===== config.mk =====
export PLATFORM = sky130hd
export DESIGN_NAME = tlg_rule
export DESIGN_NICKNAME = d
export VERILOG_FILES = /design/src/hw/rtl/tlg_pkg.sv /design/src/hw/rtl/tlg_rule.sv
export SDC_FILE = /design/constraint.sdc
export NUM_CORES = 1
export LEC_CHECK = 0
export ABC_AREA = 1
export BUFFER_PORTS_ARGS = -buffer_cell sky130_fd_sc_hd__buf_4
export CORE_AREA = 2 2 39 41
export DETAILED_ROUTE_END_ITERATION = 8
export DIE_AREA = 0 0 41 43
export GPL_TIMING_DRIVEN = 0
export RECOVER_POWER = 25
export SLEW_MARGIN = 20
export SYNTH_ARGS = -nofsm -noshare
export SYNTH_HDL_FRONTEND = slang
export SYNTH_SLANG_ARGS = --single-unit

===== constraint.sdc =====
create_clock -name vclk -period 5.15
set_input_delay 1.03 -clock vclk [all_inputs]
set_output_delay 1.03 -clock vclk [all_outputs]
set_load 0.05 [all_outputs]

===== src/hw/rtl/tlg_pkg.sv =====
// shared constants, types and helpers for the toroidal life grid engine
package tlg_pkg;

  localparam int MAX_WIDTH  = 256;
  localparam int MAX_HEIGHT = 256;
  localparam int MIN_SIZE   = 4;

  localparam int COL_W  = $clog2(MAX_WIDTH);
  localparam int ROW_W  = $clog2(MAX_HEIGHT);
  localparam int ADDR_W = COL_W + ROW_W;
  localparam int SIZE_W = 9;
  localparam int MASK_W = 9;
  localparam int POP_W  = 17;
  localparam int CMD_W  = 3;
  localparam int REG_W  = 2;

  localparam logic [CMD_W-1:0] CMD_SET     = 3'd0;
  localparam logic [CMD_W-1:0] CMD_READ    = 3'd1;
  localparam logic [CMD_W-1:0] CMD_ADVANCE = 3'd2;
  localparam logic [CMD_W-1:0] CMD_INVERT  = 3'd3;
  localparam logic [CMD_W-1:0] CMD_CLEAR   = 3'd4;

  localparam logic [REG_W-1:0] REG_WIDTH   = 2'd0;
  localparam logic [REG_W-1:0] REG_HEIGHT  = 2'd1;
  localparam logic [REG_W-1:0] REG_BIRTH   = 2'd2;
  localparam logic [REG_W-1:0] REG_SURVIVE = 2'd3;

  // one column of the 3x3 neighborhood
  typedef struct packed {
    logic above;
    logic center;
    logic below;
  } nbr_col_t;

  typedef struct packed {
    nbr_col_t left;
    nbr_col_t mid;
    nbr_col_t right;
  } window_t;

  function automatic logic [SIZE_W-1:0] clamp_size(input logic [SIZE_W-1:0] v,
                                                   input logic [SIZE_W-1:0] maxv);
    logic [SIZE_W-1:0] s;
    s = v;
    if (s < SIZE_W'(MIN_SIZE)) s = SIZE_W'(MIN_SIZE);
    if (s > maxv) s = maxv;
    return s;
  endfunction

endpackage


===== src/hw/rtl/tlg_rule.sv =====
// neighbor count and birth/survive lookup for one cell
module tlg_rule import tlg_pkg::*; (
  input  window_t           win,
  input  logic [MASK_W-1:0] birth_mask,
  input  logic [MASK_W-1:0] survive_mask,
  output logic              next_alive
);

  logic [3:0]        cnt;
  logic [MASK_W-1:0] mask;

  assign cnt = {3'b0, win.left.above}  + {3'b0, win.mid.above}  + {3'b0, win.right.above}
             + {3'b0, win.left.center} + {3'b0, win.right.center}
             + {3'b0, win.left.below}  + {3'b0, win.mid.below}  + {3'b0, win.right.below};

  assign mask       = win.mid.center ? survive_mask : birth_mask;
  assign next_alive = mask[cnt];

endmodule


# [Word level (Yosys, flattened, before mapping)]
# Index checks and enable logic that the tools add are counted.
[word_totals] out_inout_bits=1 ff_bits=0 input_bits=27 elab_cells=11
[op_classes] order_cmp=1 add_sub_neg=7 n_mux=3
[ops] cell="$add A4 B1 Y4" n=4
[ops] cell="$mux W9" n=1
[ops] cell="$lt A4 B5 Y1 const B" n=1
[ops] cell="$add A3 B1 Y4" n=1
[ops] cell="$bmux W1 S4" n=1
[ops] cell="$add A2 B1 Y3" n=1
[ops] cell="$add A1 B1 Y2" n=1
[ops] cell="$mux W1" n=1

# [Logic depth before layout (Yosys ltp)]
[logic_depth] word_depth=9 mapped_depth=14 ltp_nobuf=14

# [Worst setup path before layout]
# OpenSTA, ideal clock, no wires.
[synth_timing] kind="input port to output port" startpoint="in win[0] in the netlist's numbering" endpoint="out next_alive" stages=12 setup_slack_ns=0.155 arrival_ns=3.965 path_buffers=0 cell_sequence="inv_1 -> fa_1 -> fa_1 -> fa_1 -> inv_1 -> ha_1 -> inv_1 -> fa_1 -> inv_1 -> nor4_1 -> nand4_1 -> nand2_1"
[synth_between] elab_chain_len=3
[synth_lines] element="start: declaration" line_no="tlg_rule.sv:3" source="input window_t win,"
[synth_lines] element="$add A4 B1 Y4" line_no="tlg_rule.sv:14" source="+ {3'b0, win.left.below} + {3'b0, win.mid.below} + {3'b0, win.right.below};"
[synth_lines] element="$bmux W1 S4" line_no="tlg_rule.sv:17" source="assign next_alive = mask[cnt];"
[synth_lines] element="$mux W1 (implied by the code)" line_no="tlg_rule.sv:17"
[synth_lines] element="end: declaration" line_no="tlg_rule.sv:6" source="output logic next_alive"
# No other way between the ends. The select of a mux whose other input is x is not followed.

# [Worst setup path after layout]
# Ends and elaborated chain as after synthesis.

==> flow_summary.json <==
{
  "viasPerCell": 4.008,
  "numPortBuffers": 28,
  "place_area_um2": 659.4,
  "synth_top_family_by_area": "simple AND/OR/NAND/NOR gates",
  "seq_cells": 0,
  "die-height_um": 43,
  "num_rows": 14,
  "coreArea_mm2": 0.001384,
  "yosys.area.top_type_share_pct": 25.36,
  "layout-drive-gt1-share_pct": 31.78,
  "synth.most_common_cell": "inv_1",
  "required_ns": 4.12,
  "wl_per_cell_um": 7.301,
  "wl_um": 898,
  "worst-setup-path-type": "input pin to output pin",
  "syn_inst": 79,
  "die_area_mm2": 0.001763,
  "antenna_cells": 0,
  "layout.nets": 143,
  "gp_congestion": 0.6965,
  "max_clock_freq_ghz": 0.2005,
  "fin_area_um2": 683.2,
  "relSlewSlack_pct": 85.28,
  "pwr-share-seq_pct": 0,
  "drv_slew": 0,
  "yosys_warnings": 0,
  "drtAntennaViolNets": 0,
  "first_global_vias": 443,
  "ys_seq_area_share_pct": 0,
  "dpl.hpwl_um": 818.2,
  "cap_violations": 0,
  "synthAdderAreaFrac_pct": 27.41,
  "p_sw_share_pct": 55.98,
  "drt_iter0_markers": 4,
  "vias": 493,
  "min_path_type": "input pin to output pin",
  "hold_viol_final": 0,
  "fin_crit_sh_pct": 96.84,
  "yosysTopAreaCell": "inv_1",
  "drtPass1Iterations": 3,
  "antenna_found_initial": 0,
  "crit_path_end_kind": "output pin",
  "synth_fp_nets": 113,
  "pwr-share-clk_pct": 0,
  "synth_compound_area_share_pct": 1.749,
  "grt_max_degree": 11,
  "dieWidth_um": 41,
  "ys_top_cells_by_count": "29 x inv_1, 22 x nand2_1, 11 x nand3_1",
  "cp_max_fo": 3,
  "status": "finished, final reports clean",
  "synthTopCellsByArea": "inv_1 25%, nand2_1 19%, fa_1 19%",
  "peakVddDrop_mv": 0.1327,
  "synth_cell_types": 13,
  "seqCellArea_um2": 0,
  "setup_viol": 0,
  "grt_pass1_wl_um": 1621,
  "initial_utilization_pct": 31.01,
  "io_pins": 28,
  "synthesis.area_um2": 429.2,
  "synthSimpleGateAreaFrac_pct": 40.82,
  "synth.area.mux_share_pct": 0,
  "area_growth_pct": 59.18,
  "p_int_mw": 0.07110,
  "yosys.area_share.xor_xnor_pct": 2.041,
  "remaining_drc_errors": 0,
  "worst_pin_slew_ns": 0.2201,
  "setup_tns_ns": 0,
  "pwr-share-comb_pct": 100.0,
  "clkbuf_count": 0,
  "grt.overflow.total": 0,
  "p_switching_mw": 0.09043,
  "power.density_mw_per_mm2": 236.5,
  "start_kind": "input pin",
  "period_needed_ns": 4.987,
  "grtUsageTotal_pct": 12.19,
  "syn_avg_cell_area_um2": 5.432,
  "arrival_ns": 3.96,
  "power.leakage_nw": 0.4461
}
per-stage QoR:
stage | std cells | power, mW | setup slack [ns] | utilization (%) | hold WS (ns)
2_1_floorplan | 79 | 0.1051 | 0.1547 | - | 2.519
3_3_place_gp | 123 | 0.1455 | 0.03836 | 47.65 | 2.606
3_5_place_dp | 123 | 0.1475 | -0.01232 | 47.65 | 2.614
4_1_cts | 123 | 0.1569 | 0.02040 | 48.37 | 2.623
5_1_grt | 123 | 0.1854 | -0.002528 | 49.37 | 2.730
6_report | 123 | 0.1615 | 0.1627 | 49.37 | 2.677
per-layer routing:
layer | vias to the layer above | part of all wire [%] | track usage [%]
li1 | 284 | - | -
met1 | 194 | 40 | 14.94
met2 | 15 | 53 | 23.44
met3 | 0 | 7.1 | 0
met4 | 0 | 0 | 0
met5 | - | 0 | 0
power by group through the flow:
stage / combinational [mW] / sequential (mW) / clock (mW)
2_1_floorplan: 0.105 / 0 / 0
3_3_place_gp: 0.146 / 0 / 0
3_5_place_dp: 0.148 / 0 / 0
4_1_cts: 0.157 / 0 / 0
5_1_grt: 0.185 / 0 / 0
6_report: 0.162 / 0 / 0
final timing paths:
kind | from | end | depth (start not counted)
max | win[0] | next_alive | 14
min | birth_mask[8] | next_alive | 6
layout make-up:
| type | instances | area, um^2 |
|---|---|---|
| Tap cell | 16 | 20.02 |
| Fill cell | 158 | 700.7 |
| Buffer | 1 | 11.26 |
| Inverter | 29 | 108.9 |
| Multi-Input combinational cell | 49 | 329.1 |
| Timing Repair Buffer | 28 | 214.0 |
cells by family after synthesis:
family                     count (synthesis)
buffers and inverters                     30
AOI/OAI and AO/OA                          1
and+or+nand+nor                           40
xor gates and xnor gates                   1
adders and majority gates                  7
cells in the final DEF, fill, tap and decap left out:
master,Yosys,layout
nor2_2,1,1
nand3b_1,1,1
nor4_4,0,1
buf_4,0,27
a21o_1,1,1
ha_1,3,2
ha_2,0,1
inv_1,29,28
nand2_2,0,1
nand3_1,11,11
xor2_1,1,1
fa_1,4,4
nand4_1,1,1
nand2_1,22,21
inv_2,0,1
buf_6,1,2
nor2_1,3,3
timing repair:
item	CTS	global route
setup endpoints to repair	1	1
pin swaps	0	1
hold buffers	0	0
gates resized for setup	2	4
setup buffers	0	0
critical path, stage by stage:
cell and delay (ns):
buf_4 0.07, inv_1 0.04, fa_1 0.56, fa_1 0.43, fa_1 0.43, inv_1 0.06
ha_2 0.17, inv_1 0.05, fa_1 0.53, inv_2 0.07, nor4_4 0.13, nand4_1 0.13
nand2_2 0.10, buf_6 0.15
Note: power is estimated with default switching activity, not from simulation.
